### config.mk
export PLATFORM = sky130hd
export DESIGN_NAME = imutcf_front
export DESIGN_NICKNAME = d
export VERILOG_FILES = /design/src/rtl/imutcf_pkg.sv /design/src/rtl/imutcf_front.sv
export SDC_FILE = /design/constraint.sdc
export NUM_CORES = 2
export LEC_CHECK = 0
export ABC_AREA = 1
export ABC_CLOCK_PERIOD_IN_PS = 14000
export BUFFER_PORTS_ARGS = -buffer_cell sky130_fd_sc_hd__buf_2
export CORE_ASPECT_RATIO = 0.9
export CORE_MARGIN = 5
export CORE_UTILIZATION = 30
export CTS_CLUSTER_SIZE = 40
export DETAILED_ROUTE_END_ITERATION = 12
export PLACE_DENSITY = 0.51
export SETUP_SLACK_MARGIN = 0.1
export SLEW_MARGIN = 5
export SYNTH_ARGS = -nofsm -noshare
export SYNTH_HDL_FRONTEND = slang
export SYNTH_SLANG_ARGS = --single-unit
### constraint.sdc
create_clock -name aclk -period 14 [get_ports aclk]
set_clock_uncertainty 0.05 [all_clocks]
set_input_delay 1.4 -clock aclk [delete_from_list [all_inputs] [get_ports aclk]]
set_output_delay 1.4 -clock aclk [all_outputs]
set_load 0.03 [all_outputs]
### src/rtl/imutcf_pkg.sv
// ----------------------------------------------------------------------------
// imutcf_pkg
// Shared types, constants and helper functions of the tilt filter.
// ----------------------------------------------------------------------------
package imutcf_pkg;

    localparam int CORDIC_STEPS_DEF    = 16;
    localparam int ANGLE_FRAC_BITS_DEF = 12;
    localparam int CORDIC_TABLE_LEN    = 24;
    localparam int STEP_W              = 5;
    localparam int OMEGA_RAW_W         = 22;
    localparam int PRESCALE_BITS       = 20;
    localparam int DIV_W               = 52;
    localparam int DIVISOR_W           = 27;
    localparam int DIV_CNT_W           = 6;
    localparam int DIFF_W              = 27;
    localparam int BLEND_SCALE_W       = 36;
    localparam int BLEND_Q_W           = 17;
    localparam int BLEND_RECIP_SH      = 35;

    localparam logic [24:0]              DEG2RAD_Q30 = 25'd18740330;
    localparam logic [DIV_W-1:0]         BLEND_HALF  = 52'd32768000;
    localparam logic [25:0]              BLEND_RECIP = 26'd34359739;
    localparam logic [BLEND_SCALE_W-1:0] BLEND_SAT   = 36'd32769000;
    localparam logic [BLEND_Q_W-1:0]     BLEND_QMAX  = 17'd32769;

    localparam logic [2:0] REG_GYRO_OFS_X = 3'd0;
    localparam logic [2:0] REG_GYRO_OFS_Y = 3'd1;
    localparam logic [2:0] REG_GYRO_OFS_Z = 3'd2;
    localparam logic [2:0] REG_ANGLE_TRIM = 3'd3;
    localparam logic [2:0] REG_BLEND      = 3'd4;
    localparam logic [2:0] REG_PERIOD     = 3'd5;

    typedef struct packed {
        logic signed [15:0]            accel_x;
        logic [31:0]                   sq_y;
        logic [31:0]                   sq_z;
        logic signed [OMEGA_RAW_W-1:0] wx;
        logic signed [OMEGA_RAW_W-1:0] wy;
        logic signed [OMEGA_RAW_W-1:0] wz;
    } item_t;

    function automatic logic [29:0] atan_q30(input logic [STEP_W-1:0] idx);
        logic [29:0] v;
        case (idx)
            5'd0:  v = 30'd843314857;
            5'd1:  v = 30'd497837829;
            5'd2:  v = 30'd263043837;
            5'd3:  v = 30'd133525159;
            5'd4:  v = 30'd67021687;
            5'd5:  v = 30'd33543516;
            5'd6:  v = 30'd16775851;
            5'd7:  v = 30'd8388437;
            5'd8:  v = 30'd4194283;
            5'd9:  v = 30'd2097149;
            5'd10: v = 30'd1048576;
            5'd11: v = 30'd524288;
            5'd12: v = 30'd262144;
            5'd13: v = 30'd131072;
            5'd14: v = 30'd65536;
            5'd15: v = 30'd32768;
            5'd16: v = 30'd16384;
            5'd17: v = 30'd8192;
            5'd18: v = 30'd4096;
            5'd19: v = 30'd2048;
            5'd20: v = 30'd1024;
            5'd21: v = 30'd512;
            5'd22: v = 30'd256;
            5'd23: v = 30'd128;
            default: v = 30'd0;
        endcase
        return v;
    endfunction

    function automatic logic signed [15:0] sat_s16(input logic signed [52:0] v);
        logic signed [15:0] r;
        if (v > 53'sd32767) begin
            r = 16'sh7FFF;
        end else if (v < -53'sd32768) begin
            r = 16'sh8000;
        end else begin
            r = v[15:0];
        end
        return r;
    endfunction

    function automatic logic signed [19:0] sat_s20(input logic signed [52:0] v);
        logic signed [19:0] r;
        if (v > 53'sd524287) begin
            r = 20'sh7FFFF;
        end else if (v < -53'sd524288) begin
            r = 20'sh80000;
        end else begin
            r = v[19:0];
        end
        return r;
    endfunction

endpackage

### src/rtl/imutcf_front.sv
// ----------------------------------------------------------------------------
// imutcf_front
// Accepts samples, removes gyro offsets, converts rates and squares accel.
// ----------------------------------------------------------------------------
module imutcf_front #(
    parameter int ANGLE_FRAC_BITS = imutcf_pkg::ANGLE_FRAC_BITS_DEF
) (
    input  logic                aclk,
    input  logic                aresetn,
    input  logic                s_tvalid,
    output logic                s_tready,
    input  logic [95:0]         s_tdata,
    input  logic [15:0]         gyro_offset_x,
    input  logic [15:0]         gyro_offset_y,
    input  logic [15:0]         gyro_offset_z,
    output logic                out_valid,
    input  logic                out_ready,
    output imutcf_pkg::item_t   out_item
);

    localparam int OMG_SH = 34 - ANGLE_FRAC_BITS;

    function automatic logic signed [imutcf_pkg::OMEGA_RAW_W-1:0] to_omega(
        input logic [15:0] r,
        input logic [15:0] o
    );
        logic signed [16:0] diff;
        logic signed [42:0] prod;
        logic [42:0]        mag;
        logic [42:0]        rm;
        diff = $signed({r[15], r}) - $signed({o[15], o});
        prod = diff * $signed({1'b0, imutcf_pkg::DEG2RAD_Q30});
        mag  = prod[42] ? 43'(-prod) : 43'(prod);
        rm   = (mag + (43'd1 << (OMG_SH - 1))) >> OMG_SH;
        return prod[42] ? -(imutcf_pkg::OMEGA_RAW_W'(rm)) : imutcf_pkg::OMEGA_RAW_W'(rm);
    endfunction

    logic              valid_reg, valid_next;
    imutcf_pkg::item_t item_reg, item_next;
    logic signed [15:0] ay, az;
    logic signed [31:0] sqy, sqz;
    logic               load;

    assign ay = s_tdata[31:16];
    assign az = s_tdata[47:32];
    assign sqy = ay * ay;
    assign sqz = az * az;

    assign s_tready  = !valid_reg || out_ready;
    assign load      = s_tvalid && s_tready;
    assign out_valid = valid_reg;
    assign out_item  = item_reg;

    always_comb begin
        valid_next = load || (valid_reg && !out_ready);
        item_next  = item_reg;
        if (load) begin
            item_next.accel_x = s_tdata[15:0];
            item_next.sq_y    = sqy;
            item_next.sq_z    = sqz;
            item_next.wx      = to_omega(s_tdata[63:48], gyro_offset_x);
            item_next.wy      = to_omega(s_tdata[79:64], gyro_offset_y);
            item_next.wz      = to_omega(s_tdata[95:80], gyro_offset_z);
        end
    end

    always_ff @(posedge aclk) begin
        if (!aresetn) begin
            valid_reg <= 1'b0;
        end else begin
            valid_reg <= valid_next;
        end
        item_reg <= item_next;
    end

endmodule

# --- After elaboration in Yosys (flattened, before gate mapping) ---
# Cells that the tools add are included.
word_totals:
  regBits: 147
  in_bits: 148
  output_inout_bits: 148
  word_cells: 39
classes:
  mul: 5
  n_mux: 6
  addsub: 12
  n_reduce_logical: 6
op_table:
  columns: ["cell", "count"]
  rows:
  - ["$add A43 B22 Y43 const B", 3]
  - ["$mux W43", 3]
  - ["$neg A43 Y43", 3]
  - ["$mul A17 B25 Y42 const B", 3]
  - ["$neg A21 Y22", 3]
  - ["$mul A16 B16 Y32", 2]
  - ["$mux W21", 3]
  - ["$sub A16 B16 Y17", 3]
  - ["$logic_and A1 B1 Y1", 2]
  - ["$logic_not A1 Y1", 2]
  - ["$logic_or A1 B1 Y1", 2]

# --- Depth between registers and ports, before layout ---
depth:
  word_depth: 7
  mapped_depth: 67
  depth_no_buf: 67

# --- Least setup slack after synthesis ---
# Ideal clock, no wire load.
synth_timing:
  kind: "input to register"
  start: "input s_tdata[48]"
  end: "register item_reg (netlist bit out_item[64]) (data pin)"
  t_required_ps: 13701
  path_stages: 50
  path_buffers: 1
  setup_slack_ps: 3475
  arrival_ps: 10226
  path_cell_list: "inv_1 -> ha_1 -> fa_1 -> o31ai_1 -> nand2_1 -> nand2_1 -> a21oi_1 -> o21ai_0 -> a21oi_1 -> o21bai_1 -> a21oi_1 -> o21ai_0 -> nand4_1 -> a32oi_1 -> inv_1 -> ha_1 -> fa_1 -> inv_1 -> [... 14 more ...] -> nand2_4 -> buf_6 -> nand2_1 -> nand2_1 -> nand2_1 -> ha_1 -> or2_2 -> nand2_1 -> ha_1 -> nand3_1 -> nor2b_1 -> nand3_1 -> nor2_1 -> nand2_1 -> nand2_2 -> nand3_1 -> nand2_1 -> inv_1"
synth_via:
  elab_chain_cells: 7
synth_rtl:
  columns: ["item", "line_no", "text"]
  rows:
  - ["start: declaration", "imutcf_front.sv:12", "input logic [95:0] s_tdata,"]
  - ["$sub A16 B16 Y17 (*)", "imutcf_front.sv:31", "diff = $signed({r[15], r}) - $signed({o[15], o});"]
  - ["$mul A17 B25 Y42 (*)", "imutcf_front.sv:32", "prod = diff * $signed({1'b0, imutcf_pkg::DEG2RAD_Q30});"]
  - ["$neg A43 Y43", "imutcf_front.sv:33", "mag = prod[42] ? 43'(-prod) : 43'(prod);"]
  - ["$mux W43", "imutcf_front.sv:33", null]
  - ["$add A43 B22 Y43", "imutcf_front.sv:34", "rm = (mag + (43'd1 << (OMG_SH - 1))) >> OMG_SH;"]
  - ["$neg A21 Y22", "imutcf_front.sv:35", "return prod[42] ? -(imutcf_pkg::OMEGA_RAW_W'(rm)) : imutcf_pkg::OMEGA_RAW_W'(rm);"]
  - ["$mux W21 (*)", "imutcf_front.sv:35", null]
  - ["end signal: assignment", "imutcf_front.sv:73", "item_reg <= item_next;"]
  - ["end: declaration", "imutcf_front.sv:39", "imutcf_pkg::item_t item_reg, item_next;"]
# Mark *: on every way between the ends. The rest lies on a longest branch, timed or not.
# A chain may end at the register's enable or synchronous reset.

# --- Final worst setup path ---
# Ends and elaborated chain as after synthesis.

==> impl_summary.txt <==
----------------------------------------------------
[Status]
  Result of the run ... completed

[Timing]
  Period utilisation layout ... 83.9%
  Worst max-slew margin expressed relative to the limit ... 38.1%
  F_max ... 0.0851 GHz
  RSZ-0062 raised after global routing ... no
  Tmin final ... 11.75 ns
  Final total negative setup slack ... 0 ns
  Number of endpoints with negative hold slack in the final report ... 0
  Least-Margin Pin Slew ... 0.928 ns
  Max-slew violation count ... 0
  Number of failing setup endpoints in the final timing report ... 0

[CTS]
  Clock tree from TritonCTS ... built
  Post-cts repair resize count ... 0
  Hold-fix buffer count after cts ... 0
  Setup fix buffers added after clock tree synthesis ... 0
  Root Buffer Master ... sky130_fd_sc_hd__clkbuf_16
  CTS Sinks ... 145
  Number of buffers created by CTS ... 17
  Max H-tree Level ... 4
  Source-to-sink clock delay at the later pin of the worst-skew pair ... 0.52 ns
  Maximum buffer depth of the clock tree ... 2
  Clock-pin slew on the worst setup and hold paths ... 0.07 ns

[Route]
  TritonRoute pass-1 iters ... 5
  Routed WL ... 150,000 um
  Total number of vias ... 43,700
  Routed len/inst ... 15.1 um
  Detailed-route vias per instance ... 4.40
  First DRT Iteration DRCs ... 2,177
  Count of unresolved DRC violations after routing ... 0
  Number of antenna-violating nets in the routed design ... 0

[Floorplanning]
  Count of standard-cell rows ... 149
  I/O pin count ... 296
  Die H ... 418 um
  Full die area ... 194,000 sq um
  Die width ... 463 um
  Initial Util ... 30.2%
  Core area ... 184,000 sq um

[Min path]
  Type of the most critical hold path ... register to register

[Global route]
  Vias in the first global route ... 45,900
  Number of antenna violations at the first check in global routing ... 8
  Maximum number of pins on one net before global-route repair ... 145
  First-pass GRT wire length ... 246,000 um
  GRT overflow ... 0
  Overall global routing resource usage ... 15.7%

[Logic synthesis]
  Warnings from Yosys ... 0
  Most common library cells after synthesis ... sky130_fd_sc_hd__inv_1, sky130_fd_sc_hd__nand2_1, sky130_fd_sc_hd__fa_1
  Number of distinct library cells after synthesis ... 62
  Leading area contributor after synthesis ... sky130_fd_sc_hd__fa_1
  Mapped Area ... 55,500 sq um
  Cell types with the largest area share after synthesis ... sky130_fd_sc_hd__fa_1, sky130_fd_sc_hd__ha_1, sky130_fd_sc_hd__inv_1
  Average size of a mapped cell ... 7.64 sq um
  Top_reg_cell synth ... sky130_fd_sc_hd__edfxtp_1
  Count of flip-flops with a built-in enable after synthesis ... 144
  Gate Count Post-Synth ... 7,260
  Sequential element share of the synthesized area ... 7.83%
  Area share of the largest cell type after synthesis ... 32.6%
  Count of state elements after synthesis ... 145
  Most frequent cell after synthesis ... sky130_fd_sc_hd__inv_1
  Fraction of registers with async set or reset after synthesis ... 0%

[Layout]
  Area of the multi-input gates ... 43,000 sq um
  Final Non-Filler Cells ... 9,936
  Core Util, Final ... 32.9%
  Area of all sequential standard cells ... 4340 sq um
  Area delta synth->final ... 8.82%
  # nets final ... 9,293
  Fraction of layout instances using a drive strength above 1 ... 7.42%
  Number of fill cells in the layout ... 19,600

[Placement]
  Final RePlAce weighted congestion ... 0.891
  Total instance count after detailed placement ... 9,903
  Detailed-placement wirelength estimate ... 134,000 um
  IO Port Bufs ... 293

[Setup path]
  Most frequent cell on the critical path ... sky130_fd_sc_hd__nand2_1
  Element type at the critical path start ... primary input
  Endpoint arrival time on the critical path ... 11.97 ns
  Endpoint type of the worst setup path ... register
  Required time of the worst setup path ... 14.22 ns
  Critical-path cell with the highest stage delay ... sky130_fd_sc_hd__xor2_1
  Largest stage delay, worst path ... 0.75 ns
  CP Class ... primary input to register
  Critical path peak fanout ... 63

[Job]
  Number of max-capacitance violations reported ... 0

----------------------------------------------------
[logic make-up after synthesis]
logic type               Yosys count  synth area share (%)
XOR/XNOR                         190                  3.03
adder cells (fa/ha/maj)         1639                  49.2
other                              1               0.00676
AO/OA/AOI/OAI                    396                  3.97
flip-flops                       145                  7.83
AND/OR/NAND/NOR                 2732                  21.3
buffers and inverters           2157                  14.7
[state kept, by name, summed over array words and instances, names as in the netlist]
signal and cells:
out_item 144, out_valid 1
[cells in the final DEF (no fill, tap or decap), drive strengths merged, types with 5 or more instances in the layout]
cell | synthesis | routed
a31oi | 5 | 5
ha | 734 | 734
nand4 | 79 | 79
inv | 2078 | 2087
nand3b | 24 | 24
xnor2 | 64 | 64
edfxtp | 144 | 144
fa | 905 | 905
a21o | 12 | 12
nor4 | 11 | 11
a21oi | 205 | 205
clkbuf | 57 | 17
nand3 | 407 | 407
nand2 | 1732 | 1732
buf | 20 | 303
nor2 | 413 | 413
o21ai | 116 | 116
or2 | 23 | 23
o21bai | 26 | 26
nor3 | 33 | 33
xor2 | 126 | 126
o31ai | 5 | 5
o21a | 5 | 5
[final cells by class]
cell class                      instances  share of cell area [%]
Multi-Input combinational cell       4959                    71.2
Inverter                             2080                    12.9
Sequential cell                       145                    7.19
Tap cell                             2416                    5.01
Timing Repair Buffer                  303                    2.57
Clock buffer                           17                   0.704
Clock inverter                         15                   0.354
Antenna cell                            1                 0.00414
[per-layer routing]
layer,track usage [%],vias up,share of wire [%]
met5,0,-,0
met2,27.6,624,48
met3,1.41,86,3.0
met1,21.7,20800,48
li1,-,22200,-
met4,2.26,0,1.1
[worst paths after layout]
path / depth (start not counted) / start / slack (ns) / to
max: 49 / s_tdata[48] / 2.25 / out_item[64]$_DFFE_PP_
min: 2 / out_valid$_SDFF_PN0_ / 0.51 / out_valid$_SDFF_PN0_
max reg2reg: 2 / out_valid$_SDFF_PN0_ / 12.27 / out_item[143]$_DFFE_PP_
min reg2reg: 2 / out_valid$_SDFF_PN0_ / 0.51 / out_valid$_SDFF_PN0_
[critical path, delay by kind of cell]
| family | cells | cell delay, ns |
|---|---|---|
| adder cells (fa/ha/maj) | 11 | 4.58 |
| AND/OR/NAND/NOR | 24 | 3.17 |
| XOR/XNOR | 1 | 0.75 |
| buffers and inverters | 6 | 0.34 |
| AO/OA/AOI/OAI | 7 | 1.68 |
[per-stage QoR]
step / instance area [sq um] / setup WS [ns] / hold slack (ns)
floorplan: 55500 / 3.47 / 0.811
global placement: 59700 / 1.87 / 0.483
detailed placement: 59700 / 1.73 / 0.496
CTS: 60400 / 2.32 / 0.510
global route: 60400 / 1.25 / 0.546
finish: 60400 / 2.25 / 0.509
Power is left out: the tool's default activity adds up to more than one toggle a clock period on the data nets, which glitch-free logic cannot reach.
