`src/rtl/imutcf_pkg.sv`:
```
// ----------------------------------------------------------------------------
// imutcf_pkg
// Shared types, constants and helper functions of the tilt filter.
// ----------------------------------------------------------------------------
package imutcf_pkg;

    localparam int CORDIC_STEPS_DEF    = 16;
    localparam int ANGLE_FRAC_BITS_DEF = 12;
    localparam int CORDIC_TABLE_LEN    = 24;
    localparam int STEP_W              = 5;
    localparam int OMEGA_RAW_W         = 22;
    localparam int PRESCALE_BITS       = 20;
    localparam int DIV_W               = 52;
    localparam int DIVISOR_W           = 27;
    localparam int DIV_CNT_W           = 6;
    localparam int DIFF_W              = 27;
    localparam int BLEND_SCALE_W       = 36;
    localparam int BLEND_Q_W           = 17;
    localparam int BLEND_RECIP_SH      = 35;

    localparam logic [24:0]              DEG2RAD_Q30 = 25'd18740330;
    localparam logic [DIV_W-1:0]         BLEND_HALF  = 52'd32768000;
    localparam logic [25:0]              BLEND_RECIP = 26'd34359739;
    localparam logic [BLEND_SCALE_W-1:0] BLEND_SAT   = 36'd32769000;
    localparam logic [BLEND_Q_W-1:0]     BLEND_QMAX  = 17'd32769;

    localparam logic [2:0] REG_GYRO_OFS_X = 3'd0;
    localparam logic [2:0] REG_GYRO_OFS_Y = 3'd1;
    localparam logic [2:0] REG_GYRO_OFS_Z = 3'd2;
    localparam logic [2:0] REG_ANGLE_TRIM = 3'd3;
    localparam logic [2:0] REG_BLEND      = 3'd4;
    localparam logic [2:0] REG_PERIOD     = 3'd5;

    typedef struct packed {
        logic signed [15:0]            accel_x;
        logic [31:0]                   sq_y;
        logic [31:0]                   sq_z;
        logic signed [OMEGA_RAW_W-1:0] wx;
        logic signed [OMEGA_RAW_W-1:0] wy;
        logic signed [OMEGA_RAW_W-1:0] wz;
    } item_t;

    function automatic logic [29:0] atan_q30(input logic [STEP_W-1:0] idx);
        logic [29:0] v;
        case (idx)
            5'd0:  v = 30'd843314857;
            5'd1:  v = 30'd497837829;
            5'd2:  v = 30'd263043837;
            5'd3:  v = 30'd133525159;
            5'd4:  v = 30'd67021687;
            5'd5:  v = 30'd33543516;
            5'd6:  v = 30'd16775851;
            5'd7:  v = 30'd8388437;
            5'd8:  v = 30'd4194283;
            5'd9:  v = 30'd2097149;
            5'd10: v = 30'd1048576;
            5'd11: v = 30'd524288;
            5'd12: v = 30'd262144;
            5'd13: v = 30'd131072;
            5'd14: v = 30'd65536;
            5'd15: v = 30'd32768;
            5'd16: v = 30'd16384;
            5'd17: v = 30'd8192;
            5'd18: v = 30'd4096;
            5'd19: v = 30'd2048;
            5'd20: v = 30'd1024;
            5'd21: v = 30'd512;
            5'd22: v = 30'd256;
            5'd23: v = 30'd128;
            default: v = 30'd0;
        endcase
        return v;
    endfunction

    function automatic logic signed [15:0] sat_s16(input logic signed [52:0] v);
        logic signed [15:0] r;
        if (v > 53'sd32767) begin
            r = 16'sh7FFF;
        end else if (v < -53'sd32768) begin
            r = 16'sh8000;
        end else begin
            r = v[15:0];
        end
        return r;
    endfunction

    function automatic logic signed [19:0] sat_s20(input logic signed [52:0] v);
        logic signed [19:0] r;
        if (v > 53'sd524287) begin
            r = 20'sh7FFFF;
        end else if (v < -53'sd524288) begin
            r = 20'sh80000;
        end else begin
            r = v[19:0];
        end
        return r;
    endfunction

endpackage

```
`src/rtl/imutcf_fifo.sv`:
```
// ----------------------------------------------------------------------------
// imutcf_fifo
// Two-entry queue between the front end and the back end.
// ----------------------------------------------------------------------------
module imutcf_fifo (
    input  logic              aclk,
    input  logic              aresetn,
    input  logic              in_valid,
    output logic              in_ready,
    input  imutcf_pkg::item_t in_item,
    output logic              out_valid,
    input  logic              out_ready,
    output imutcf_pkg::item_t out_item
);

    imutcf_pkg::item_t mem [2];
    logic       wr_ptr_reg, wr_ptr_next;
    logic       rd_ptr_reg, rd_ptr_next;
    logic [1:0] count_reg, count_next;
    logic       push, pop;

    assign in_ready  = count_reg != 2'd2;
    assign out_valid = count_reg != 2'd0;
    assign out_item  = mem[rd_ptr_reg];
    assign push      = in_valid && in_ready;
    assign pop       = out_valid && out_ready;

    always_comb begin
        wr_ptr_next = push ? !wr_ptr_reg : wr_ptr_reg;
        rd_ptr_next = pop ? !rd_ptr_reg : rd_ptr_reg;
        count_next  = count_reg + 2'(push) - 2'(pop);
    end

    always_ff @(posedge aclk) begin
        if (!aresetn) begin
            wr_ptr_reg <= 1'b0;
            rd_ptr_reg <= 1'b0;
            count_reg  <= 2'd0;
        end else begin
            wr_ptr_reg <= wr_ptr_next;
            rd_ptr_reg <= rd_ptr_next;
            count_reg  <= count_next;
        end
        if (push) begin
            mem[wr_ptr_reg] <= in_item;
        end
    end

endmodule

```
`config.mk`:
```
export PLATFORM = sky130hd
export DESIGN_NAME = imutcf_fifo
export DESIGN_NICKNAME = d
export VERILOG_FILES = /design/src/rtl/imutcf_pkg.sv /design/src/rtl/imutcf_fifo.sv
export SDC_FILE = /design/constraint.sdc
export NUM_CORES = 1
export LEC_CHECK = 0
export ABC_AREA = 0
export BUFFER_PORTS_ARGS = -buffer_cell sky130_fd_sc_hd__buf_2
export CAP_MARGIN = 10
export CORE_MARGIN = 3
export CORE_UTILIZATION = 52
export DETAILED_ROUTE_END_ITERATION = 8
export PLACE_DENSITY_LB_ADDON = 0.12
export SLEW_MARGIN = 20
export SYNTH_ARGS = -nofsm -noshare
export SYNTH_HDL_FRONTEND = slang
export SYNTH_SLANG_ARGS = --single-unit
export TNS_END_PERCENT = 5
```
`constraint.sdc`:
```
create_clock -name aclk -period 4.99 [get_ports aclk]
set_input_delay 0.499 -clock aclk [delete_from_list [all_inputs] [get_ports aclk]]
set_output_delay 0.499 -clock aclk [all_outputs]
set_load 0.05 [all_outputs]
```
# After elaboration in Yosys (flattened, before gate mapping)
# Memories as Yosys holds them, arrays and structs flattened. A register that Yosys moved wholly into a read port is not among the register bits.
# Index checks and enable logic that the tools add are counted.
[word_totals] elab_cells=16 output_inout_bits=148 mem_bits_rw=292 register_bits=4 in_bits=150 memories=1
[classes] muxes=4 add_sub_neg=2 n_eq_ne=1 n_reduce_logical=5
[mem_list] name="mem" depth=2 word_bits=146 rd=1 rd_clocked_by_memory_dff=1 write_ports=1 line="imutcf_fifo.sv:16" text="imutcf_pkg::item_t mem [2];"
[op_table] op="$mux W1" count=4
[op_table] op="$add A2 B1 Y2" count=1
[op_table] op="$logic_and A1 B1 Y1" count=2
[op_table] op="$logic_not A1 Y1" count=2
[op_table] op="$ne A2 B2 Y1 const B" count=1
[op_table] op="$reduce_bool A2 Y1" count=1
[op_table] op="$sub A2 B1 Y2" count=1

# Logic depth before layout (Yosys ltp)
# Gate-level depths: netlist of the first run.
[logic_depth] word_depth=4 mapped_depth=6 mapped_depth_nobuf=6

# Worst setup path after synthesis of the first run
# OpenSTA, ideal clock, no wires.
[synth_timing] path_type="register to register" from="register count_reg[0]" to="memory mem[1][0] (netlist bit), enable pin" path_slack_ns=0.076 t_arrival_ns=4.390 synth_period_minus_slack_ns=4.914 n_path_buf=0 stages_incl_launch_ff=3 setup_time_ns=0.524 required_time_ns=4.466 cell_sequence="dfxtp_1 > nand2b_1 > and3_1"
[synth_between] elab_chain_cells=4
[synth_lines] element="from (decl)" line="imutcf_fifo.sv:19" text="logic [1:0] count_reg, count_next;"
[synth_lines] element="from (signal assigned)" line="imutcf_fifo.sv:42" text="count_reg <= count_next;"
[synth_lines] element="$ne A2 B2 Y1" line="imutcf_fifo.sv:22" text="assign in_ready = count_reg != 2'd2;"
[synth_lines] element="net in_ready" line="imutcf_fifo.sv:9" text="output logic in_ready,"
[synth_lines] element="$logic_and A1 B1 Y1" line="imutcf_fifo.sv:25" text="assign push = in_valid && in_ready;"
[synth_lines] element="$mux W1" line="imutcf_fifo.sv:44" text="if (push) begin"
[synth_lines] element="$mux W1 (not written as such)" line="imutcf_fifo.sv:45" text="mem[wr_ptr_reg] <= in_item;"
[synth_lines] element="to (decl)" line="imutcf_fifo.sv:16"
# The timed path passes the listed nets, and every way through them passes these cells.

==> summary.txt, run 1 <==
outcome: completed
DR WL/cell: 19.6 um
Post-CTS Hold Fix Bufs: 0
clk_lat worst skew: 0.54 ns
Die Ht: 150 um
total number of vias: 5617
final total power: 7.25 mW
die area: 0.0225 sq mm
detailed-route wire length: 21.5 mm
worst path bufs/invs: 2
GPL Wtd Cong: 0.749
# fillers: 1457
Worst setup SP type: flop
crit path time final: 3.18 ns
largest net degree at the start of global routing: 117
flops & latches, synth: 297
Placement Cell Area: 0.0126 sq mm
worst-path fanout max: 78
initial antenna violation count: 9
top_reg_cell synth: edfxtp_1
Antenna Nets Post-Route: 0
global-route wire length before repair: 31.2 mm
core footprint: 0.0203 sq mm
layout net count: 951
Top Layer Used: met5
MaxCap Viol Count: 0
Yosys warnings: 0
vias in the first global route: 5937
Crit Path Class: flop to output port
CTS tree: yes
Initial Utilization: 53.2%
EDFF count, synth: 292
grt ovf: 0
final setup TNS: 0 ns
Slew HR: 29.5%
CP max stage cell: dfxtp_4
hpwl dp: 14.4 mm
clk buf depth: 3
RSZ-0062 raised after global routing: false
Worst Clk Skew: 0.0146 ns
H-tree depth: 1
PortBufs: 297
slowest stage delay, CP: 0.96 ns
worst slew pin tran: 1.06 ns
critical path capture point type: output port
root buffer cell: clkbuf_16
Mapped Nets: 635
worst-path cell chain: buf_12 > mux2_2 > buf_2
Metal-1 WL: 7.88 mm
post-synthesis cell area: 0.0108 sq mm
flip-flop count of the largest register after layout: 292
Setup Buffers After CTS: 0
length of routed met3 wiring: 2.09 mm
Final Cycle Share: 63.8%
final hold viol count: 0
pwr/cell area: 538 mW/mm^2
Vias/cell: 5.13
Layout area overhead: 24.9%
metal2 WL: 10.9 mm
global-route usage over all layers: 18.1%
# clock sinks: 297
Synth area leader: edfxtp_1
# rows: 52
Remaining DRCs: 0
sequential-to-total area share from yosys stat: 82.2%
worst hold slack: 0.144 ns
First-pass DRT Iterations: 4
DR iter-0 viols: 297
layout cell share with drive strength beyond 1: 51.8%
Worst Hold Class: primary input to flop
Peak Freq: 314 MHz
library cells used by synthesis: 25
Area contributors post-synth: edfxtp_1 (81%), mux2_2 (8.6%), mux2_1 (6.7%)
setup violators final: 0
top cell type's share of synthesized area: 81.3%
post-CTS sizing: 0
placed cells: 1038
Worst EP arrival: 2.68 ns
Post-synth ARST share: 0%
WP data required: 4.49 ns
Slew Viols, Final: 0
Ports: 298
Worst VDD drop: 0.000518 V
Post-Syn Instances: 484
design area: 0.0135 sq mm
clock-pin slew on the worst setup and hold paths: 0.06 ns
total CTS buffers: 30
Mean Syn Cell Area: 22.3 sq um
Die Wd: 150 um
Post-Layout Cell Count: 1096
Worst path top cell family by delay: flip-flops
P_leak: 5.04 nW
==> power breakdown <==
part,leakage [nW],switching (mW),internal (mW)
clock network,0.448,0.860,1.19
logic,1.81,1.52,0.539
registers,2.77,0.117,3.03
==> cells by family after synthesis <==
kind of cell | count (synthesis) | share of synthesized area [%]
compound gates | 6 | 0.406
xor+xnor | 1 | 0.0812
fa+ha+maj | 1 | 0.116
buf+inv | 18 | 1.14
flops | 297 | 82.2
mux | 146 | 15.2
simple gates | 15 | 0.846
==> cells in the mapped netlist (2+ instances only) <==
master,number
o21ai_0,2
and3_1,2
dfxtp_1,5
edfxtp_1,292
nor2_1,4
mux2_1,64
buf_2,2
mux2_2,82
buf_4,14
inv_1,2
==> final timing paths <==
kind / from / endpoint / slack [ns] / cells past startpoint
max: flop / out_item[142] / 1.81 / 3
min: in_item[107] / mem[0][107]$_DFFE_PP_ / 0.14 / 1
max reg2reg: count_reg[0]$_SDFF_PN0_ / mem[0][15]$_DFFE_PP_ / 2.51 / 4
min reg2reg: rd_ptr_reg$_SDFFE_PN0P_ / flop / 0.52 / 2
==> cells in the final DEF (no fill, tap or decap), types with 4 or more instances in the layout <==
cell type,n
clkinv_2,6
clkbuf_16,31
nor2_1,4
dfxtp_1,4
buf_2,297
clkbuf_1,11
edfxtp_1,292
mux2_2,82
mux2_1,64
clkinv_1,6
==> routing by layer <==
| metal | up-vias | global-route usage (%) |
|---|---|---|
| met4 | 16 | 5.40 |
| met3 | 53 | 7.06 |
| li1 | 2573 | - |
| met5 | - | 0 |
| met1 | 2758 | 21.3 |
| met2 | 217 | 30.8 |
==> area by class of cell <==
| class | count | area (sq um) | area share, % |
|---|---|---|---|
| Clock buffer | 42 | 817 | 6.06 |
| Sequential cell | 297 | 8870 | 65.8 |
| Clock inverter | 14 | 93.8 | 0.696 |
| Antenna cell | 2 | 5.00 | 0.0371 |
| Tap cell | 270 | 338 | 2.51 |
| Multi-Input combinational cell | 169 | 1810 | 13.4 |
| Timing Repair Buffer | 300 | 1530 | 11.4 |
| Inverter | 2 | 15.0 | 0.111 |
==> metrics by stage <==
stage               setup WS (ns)  utilization (%)
global placement             2.37             61.9
floorplan                  0.0759                -
global route                 1.67             66.4
finish                       1.81             66.4
detailed placement           2.28             61.9
CTS                          1.77             66.4
(Power assumes the default switching activity.)
==> run 2: changes to the inputs <==
--- a/config.mk
+++ b/config.mk
@@ -9,7 +9,7 @@
 export BUFFER_PORTS_ARGS = -buffer_cell sky130_fd_sc_hd__buf_2
 export CAP_MARGIN = 10
 export CORE_MARGIN = 3
-export CORE_UTILIZATION = 52
+export CORE_UTILIZATION = 47
 export DETAILED_ROUTE_END_ITERATION = 8
 export PLACE_DENSITY_LB_ADDON = 0.12
 export SLEW_MARGIN = 20
==> constraint.sdc (replaced) <==
create_clock -name aclk -period 2.6 [get_ports aclk]
set_input_delay 0.26 -clock aclk [delete_from_list [all_inputs] [get_ports aclk]]
set_output_delay 0.26 -clock aclk [all_outputs]
set_load 0.05 [all_outputs]
==> run 2 against run 1 <==
- total power grew 95%
- combinational power rose by 110%
- non-clock buffer count rose by 154
- die area is 10% higher
- hold slack worse by 0.031 ns
- critical path depth did not move
- design area up 12%
- wire length grew 6.5%
- sequential share of layout area is 6.9 points lower
- largest power group unchanged
- sequential power rose by 90%
==> summary.txt, run 2 (same netlist as run 1, synthesis figures left out) <==
outcome: completed (unchanged)
number of diodes: 0 (was 2)
commonest non-fill, non-tap cell in the layout: buf_2 (unchanged)
Metal-1 WL: 8.63 mm (was 7.88 mm)
multi-input logic area: 0.00181 sq mm (about the same)
pre-CTS setup slack: 0.733 ns (was 2.28 ns)
Slew HR: 55.4% (was 29.5%)
WP data required: 2.34 ns (was 4.49 ns)
setup violators final: 0 (unchanged)
crit path time final: 2.40 ns
largest net degree at the start of global routing: 116 (was 117)
final worst slack: 0.204 ns (was 1.81 ns)
layout net count: 1105 (was 951)
Crit Path Class: flop to output port (unchanged)
total CTS buffers: 30 (unchanged)
Worst path top cell family by delay: flip-flops (unchanged)
pwr/cell area: 940 mW/mm^2 (was 538 mW/mm^2)
MaxCap Viol Count: 0 (unchanged)
GPL Wtd Cong: 0.764 (was 0.749)
Ports: 298 (unchanged)
Remaining DRCs: 0 (unchanged)
core footprint: 0.0222 sq mm (was 0.0203 sq mm)
clk_lat worst skew: 0.54 ns (about the same)
detailed-route wire length: 22.8 mm (was 21.5 mm)
FF+latch area: 0.00887 sq mm (about the same)
Peak Freq: 417 MHz
Worst setup SP type: flop (unchanged)
DR WL/cell: 18.2 um (was 19.6 um)
P_leak: 5.69 nW (was 5.04 nW)
H-tree depth: 1 (unchanged)
final hold viol count: 0 (unchanged)
Core Util, Final: 67.9% (was 66.4%)
# fillers: 1500 (was 1457)
Antenna Nets Post-Route: 0 (unchanged)
RSZ-0062 raised after global routing: false (unchanged)
worst-path fanout max: 33 (was 78)
Die Ht: 158 um (was 150 um)
post-CTS sizing: 0 (unchanged)
flip-flop count of the largest register after layout: 292 (unchanged)
metal2 WL: 11.9 mm (was 10.9 mm)
layout cell share with drive strength beyond 1: 44.9% (was 51.8%)
DR iter-0 viols: 299 (was 297)
vias in the first global route: 6369 (was 5937)
Worst VDD drop: 0.000570 V (was 0.000518 V)
slowest stage delay, CP: 0.68 ns (was 0.96 ns)
global-route wire length before repair: 33.8 mm (was 31.2 mm)
total number of vias: 6098 (was 5617)
Vias/cell: 4.87 (was 5.13)
length of routed met3 wiring: 1.80 mm (was 2.09 mm)
grt ovf: 0 (unchanged)
# clock sinks: 297 (unchanged)
hpwl dp: 14.6 mm (was 14.4 mm)
First-pass DRT Iterations: 4 (unchanged)
CP max stage cell: dfxtp_4 (unchanged)
die area: 0.0248 sq mm (was 0.0225 sq mm)
Die Wd: 158 um (was 150 um)
Layout area overhead: 39.5% (was 24.9%)
PortBufs: 297 (unchanged)
CTS tree: yes (unchanged)
root buffer cell: clkbuf_16 (unchanged)
Initial Utilization: 48.7% (was 53.2%)
# rows: 54 (was 52)
Worst Clk Skew: 0.0197 ns (was 0.0146 ns)
clk buf depth: 3 (unchanged)
commonest non-fill, non-tap cells in the layout: buf_2 (297), edfxtp_1 (292), dlygate4sd3_1 (147), mux2_2 (82), mux2_1 (64) (was buf_2 (297), edfxtp_1 (292), mux2_2 (82), mux2_1 (64), clkbuf_16 (31))
Top Layer Used: met4 (was met5)
worst hold slack: 0.114 ns (was 0.144 ns)
final setup TNS: 0 ns (unchanged)
Final Cycle Share: 92.1%
clock-pin slew on the worst setup and hold paths: 0.06 ns (about the same)
worst-path cell chain: buf_12 > mux2_1 > buf_2 (was buf_12 > mux2_2 > buf_2)
initial antenna violation count: 0 (was 9)
critical path capture point type: output port (unchanged)
global-route usage over all layers: 17.6% (was 18.1%)
worst slew pin tran: 0.669 ns (was 1.06 ns)
Worst EP arrival: 2.14 ns (was 2.68 ns)
Slew Viols, Final: 0 (unchanged)
worst path bufs/invs: 2 (unchanged)
Worst Hold Class: primary input to flop (unchanged)
run 2: cell types whose count changed in the layout (fill, tap and decap cells not counted), sizes merged:
cell,delta
buf,+7
clkinvlp,+1
clkbuf,-6
dlygate4sd3,+147
clkinv,+1
inv,-2
diode,-2
run 2: worst reg2reg max path, delay by kind of cell (launching register included):
kind / cells / cell delay (ns)
DFF: 1 / 0.38
buffers and inverters: 1 / 0.38
and+or+nand+nor: 2 / 0.62
run 2: routing by layer:
metal | GRT usage (%) | vias to the layer above
met2 | 31.6 | 224
met1 | 20.7 | 2965
met5 | 0 | -
li1 | - | 2867
met3 | 4.51 | 42
met4 | 5.58 | 0
run 2: path summary, 6_finish.rpt:
kind	cells past startpoint	to	slack, ns	from
worst min register to register	2	flop	0.52	rd_ptr_reg$_SDFFE_PN0P_
worst min-delay path	3	wr_ptr_reg$_SDFFE_PN0P_	0.11	in_valid
worst max register to register	3	mem[1][94]$_DFFE_PP_	0.78	count_reg[0]$_SDFF_PN0_
worst max-delay path	3	out_item[16]	0.20	flop
run 2: power by group:
part / total (mW) / leakage, nW / switching (mW) / internal [mW]
clock: 3.87 / 0.436 / 1.63 / 2.24
combinational: 4.29 / 2.48 / 3.04 / 1.25
sequential: 5.99 / 2.77 / 0.170 / 5.82
run 2: layout make-up:
class / count / share of cell area, %
clock inverter: 14 / 0.574
multi-input combinational: 169 / 12.0
tap: 280 / 2.33
clock buffer: 36 / 5.28
sequential: 297 / 59.0
timing repair buffer: 454 / 20.7
inverter: 2 / 0.0748
run 2: timing repair:
action | in CTS | in global routing
buffers inserted | 0 | 0
hold buffers | 147 | 0
endpoints found under the hold margin | 294 | 0
run 2: through the flow:
step | instances | total power [mW] | cell area [sq um]
finish | 1252 | 14.2 | 15100
floorplan | 484 | 9.26 | 10800
CTS | 1252 | 14.3 | 15100
global route | 1252 | 14.7 | 15100
global placement | 1055 | 10.2 | 12700
detailed placement | 1055 | 10.2 | 12700
==> run 3: changes to the inputs <==
--- a/config.mk
+++ b/config.mk
@@ -9,11 +9,11 @@
 export BUFFER_PORTS_ARGS = -buffer_cell sky130_fd_sc_hd__buf_2
 export CAP_MARGIN = 10
 export CORE_MARGIN = 3
-export CORE_UTILIZATION = 47
+export CORE_UTILIZATION = 49
+export CTS_BUF_LIST = sky130_fd_sc_hd__clkbuf_4
 export DETAILED_ROUTE_END_ITERATION = 8
 export PLACE_DENSITY_LB_ADDON = 0.12
 export SLEW_MARGIN = 20
 export SYNTH_ARGS = -nofsm -noshare
 export SYNTH_HDL_FRONTEND = slang
 export SYNTH_SLANG_ARGS = --single-unit
-export TNS_END_PERCENT = 5
==> run 3 against run 2 <==
- first-iteration DRC count down 1.0%
- global-route usage up 1.9 points
- non-clock buffer count unchanged
- clock skew up 0.0087 ns
- wire length up 3.7%
- design area up 0.66%
- count of clock-buffer cells in the layout up 74
- combinational power about the same
- sequential power about the same
- via count up 5.9%
- critical endpoint is now out_item[137]
==> summary.txt, run 3 (same netlist as run 1, synthesis figures left out) <==
worst-path fanout max: 19 (was 33)
setup violators final: 0 (unchanged)
hpwl dp: 14.3 mm (was 14.6 mm)
Die Wd: 154 um (was 158 um)
H-tree depth: 3 (was 1)
total CTS buffers: 73 (was 30)
Worst Hold Class: primary input to flop (unchanged)
flip-flop count of the largest register after layout: 292 (unchanged)
commonest non-fill, non-tap cells in the layout: buf_2 (297), edfxtp_1 (292), dlygate4sd3_1 (148), clkbuf_4 (110), mux2_2 (82) (was buf_2 (297), edfxtp_1 (292), dlygate4sd3_1 (147), mux2_2 (82), mux2_1 (64))
pre-CTS setup slack: 0.733 ns (about the same)
layout net count: 1148 (was 1105)
multi-input logic area: 0.00181 sq mm (unchanged)
crit path time final: 2.38 ns (was 2.40 ns)
Placement Cell Area: 0.0126 sq mm (was 0.0127 sq mm)
pwr/cell area: 946 mW/mm^2 (was 940 mW/mm^2)
WP data required: 2.34 ns (about the same)
Final Cycle Share: 91.7% (was 92.1%)
Vias/cell: 4.86 (was 4.87)
outcome: completed (unchanged)
Worst VDD drop: 0.000699 V (was 0.000570 V)
initial antenna violation count: 2 (was 0)
Slew Viols, Final: 0 (unchanged)
commonest non-fill, non-tap cell in the layout: buf_2 (unchanged)
Remaining DRCs: 0 (unchanged)
Layout area overhead: 40.4% (was 39.5%)
worst slew pin tran: 0.726 ns (was 0.669 ns)
Peak Freq: 420 MHz (was 417 MHz)
clock-pin slew on the worst setup and hold paths: 0.06 ns (about the same)
Die Ht: 154 um (was 158 um)
length of routed met3 wiring: 1.80 mm (about the same)
CTS tree: yes (unchanged)
GPL Wtd Cong: 0.770 (was 0.764)
# rows: 53 (was 54)
critical path capture point type: output port (unchanged)
final total power: 14.3 mW (was 14.2 mW)
metal2 WL: 12.4 mm (was 11.9 mm)
register share of total power: 41.6% (was 42.3%)
CP max stage cell: dfxtp_4 (unchanged)
Top Layer Used: met4 (unchanged)
internal power: 9.38 mW (was 9.31 mW)
final hold viol count: 0 (unchanged)
Sw Ratio: 34.6% (was 34.2%)
# clock sinks: 297 (unchanged)
Worst Clk Skew: 0.0284 ns (was 0.0197 ns)
MaxCap Viol Count: 0 (unchanged)
worst hold slack: 0.0679 ns (was 0.114 ns)
RSZ-0062 raised after global routing: false (unchanged)
Antenna Nets Post-Route: 0 (unchanged)
vias in the first global route: 7174 (was 6369)
final setup TNS: 0 ns (unchanged)
Ports: 298 (unchanged)
# fillers: 1401 (was 1500)
Crit Path Class: flop to output port (unchanged)
global-route wire length before repair: 36.3 mm (was 33.8 mm)
placed cells: 1048 (was 1055)
largest net degree at the start of global routing: 96 (was 116)
worst-path cell chain: buf_4 > mux2_2 > buf_2 (was buf_12 > mux2_1 > buf_2)
clk_lat worst skew: 0.66 ns (was 0.54 ns)
global-route usage over all layers: 19.5% (was 17.6%)
Core Util, Final: 70.9% (was 67.9%)
First-pass DRT Iterations: 4 (unchanged)
Slew HR: 51.6% (was 55.4%)
root buffer cell: clkbuf_4 (was clkbuf_16)
grt ovf: 0 (unchanged)
total number of vias: 6459 (was 6098)
Worst EP arrival: 2.12 ns (was 2.14 ns)
Switch Pwr: 4.95 mW (was 4.84 mW)
slowest stage delay, CP: 0.54 ns (was 0.68 ns)
layout cell share with drive strength beyond 1: 48.9% (was 44.9%)
Worst setup SP type: flop (unchanged)
DR iter-0 viols: 296 (was 299)
P_leak: 5.84 nW (was 5.69 nW)
final worst slack: 0.217 ns (was 0.204 ns)
Initial Utilization: 50.5% (was 48.7%)
design area: 0.0151 sq mm (about the same)
detailed-route wire length: 23.7 mm (was 22.8 mm)
clk buf depth: 3 (unchanged)
Metal-1 WL: 8.65 mm (was 8.63 mm)
core footprint: 0.0214 sq mm (was 0.0222 sq mm)
combinational power share: 29.9% (was 30.3%)
PortBufs: 297 (unchanged)
FF+latch area: 0.00887 sq mm (unchanged)
clock power share: 28.5% (was 27.3%)
Post-Layout Cell Count: 1329 (was 1252)
die area: 0.0238 sq mm (was 0.0248 sq mm)
DR WL/cell: 17.8 um (was 18.2 um)
[run 3: power groups by stage]
stage	sequential (mW)	combinational, mW	clock (mW)
3_5_place_dp	6.09	4.07	0
2_1_floorplan	6.02	3.24	0
3_3_place_gp	6.06	4.03	0
6_report	5.97	4.29	4.08
5_1_grt	6.01	4.47	4.50
4_1_cts	5.99	4.27	4.20
[run 3: final cells by class]
| type | count | share of cell area (%) |
|---|---|---|
| flip-flops and latches | 297 | 58.6 |
| repair buffers | 454 | 20.4 |
| multi-input cells | 169 | 12.0 |
| clock buffers | 110 | 5.45 |
| well taps | 275 | 2.27 |
| clock inverters | 20 | 1.21 |
| inverters | 2 | 0.0743 |
| diodes | 2 | 0.0330 |
[run 3: per-layer routing]
metal / track usage (%) / vias up
met5: 0 / -
met4: 9.67 / 0
met3: 6.30 / 60
met2: 34.4 / 268
met1: 21.1 / 3116
li1: - / 3015
[run 3: worst max-delay path: cells and delay by family (launching register included)]
| family | cells | cell delay [ns] |
|---|---|---|
| buf+inv | 2 | 0.56 |
| flops | 1 | 0.54 |
| mux | 1 | 0.39 |
[run 3: final timing paths]
path / start / end / slack, ns / cells past startpoint
setup reg to reg: count_reg[0]$_SDFF_PN0_ / mem[0][122]$_DFFE_PP_ / 0.84 / 4
setup / recovery: flop / out_item[137] / 0.22 / 3
hold reg to reg: rd_ptr_reg$_SDFFE_PN0P_ / rd_ptr_reg$_SDFFE_PN0P_ / 0.53 / 2
hold / removal: out_ready / rd_ptr_reg$_SDFFE_PN0P_ / 0.07 / 4
[run 3: timing repair]
action,in CTS,in global routing
setup buffers,0,1
setup endpoints to repair,0,23
gates resized for setup,0,0
hold endpoints to repair,297,0
hold buffers,148,0
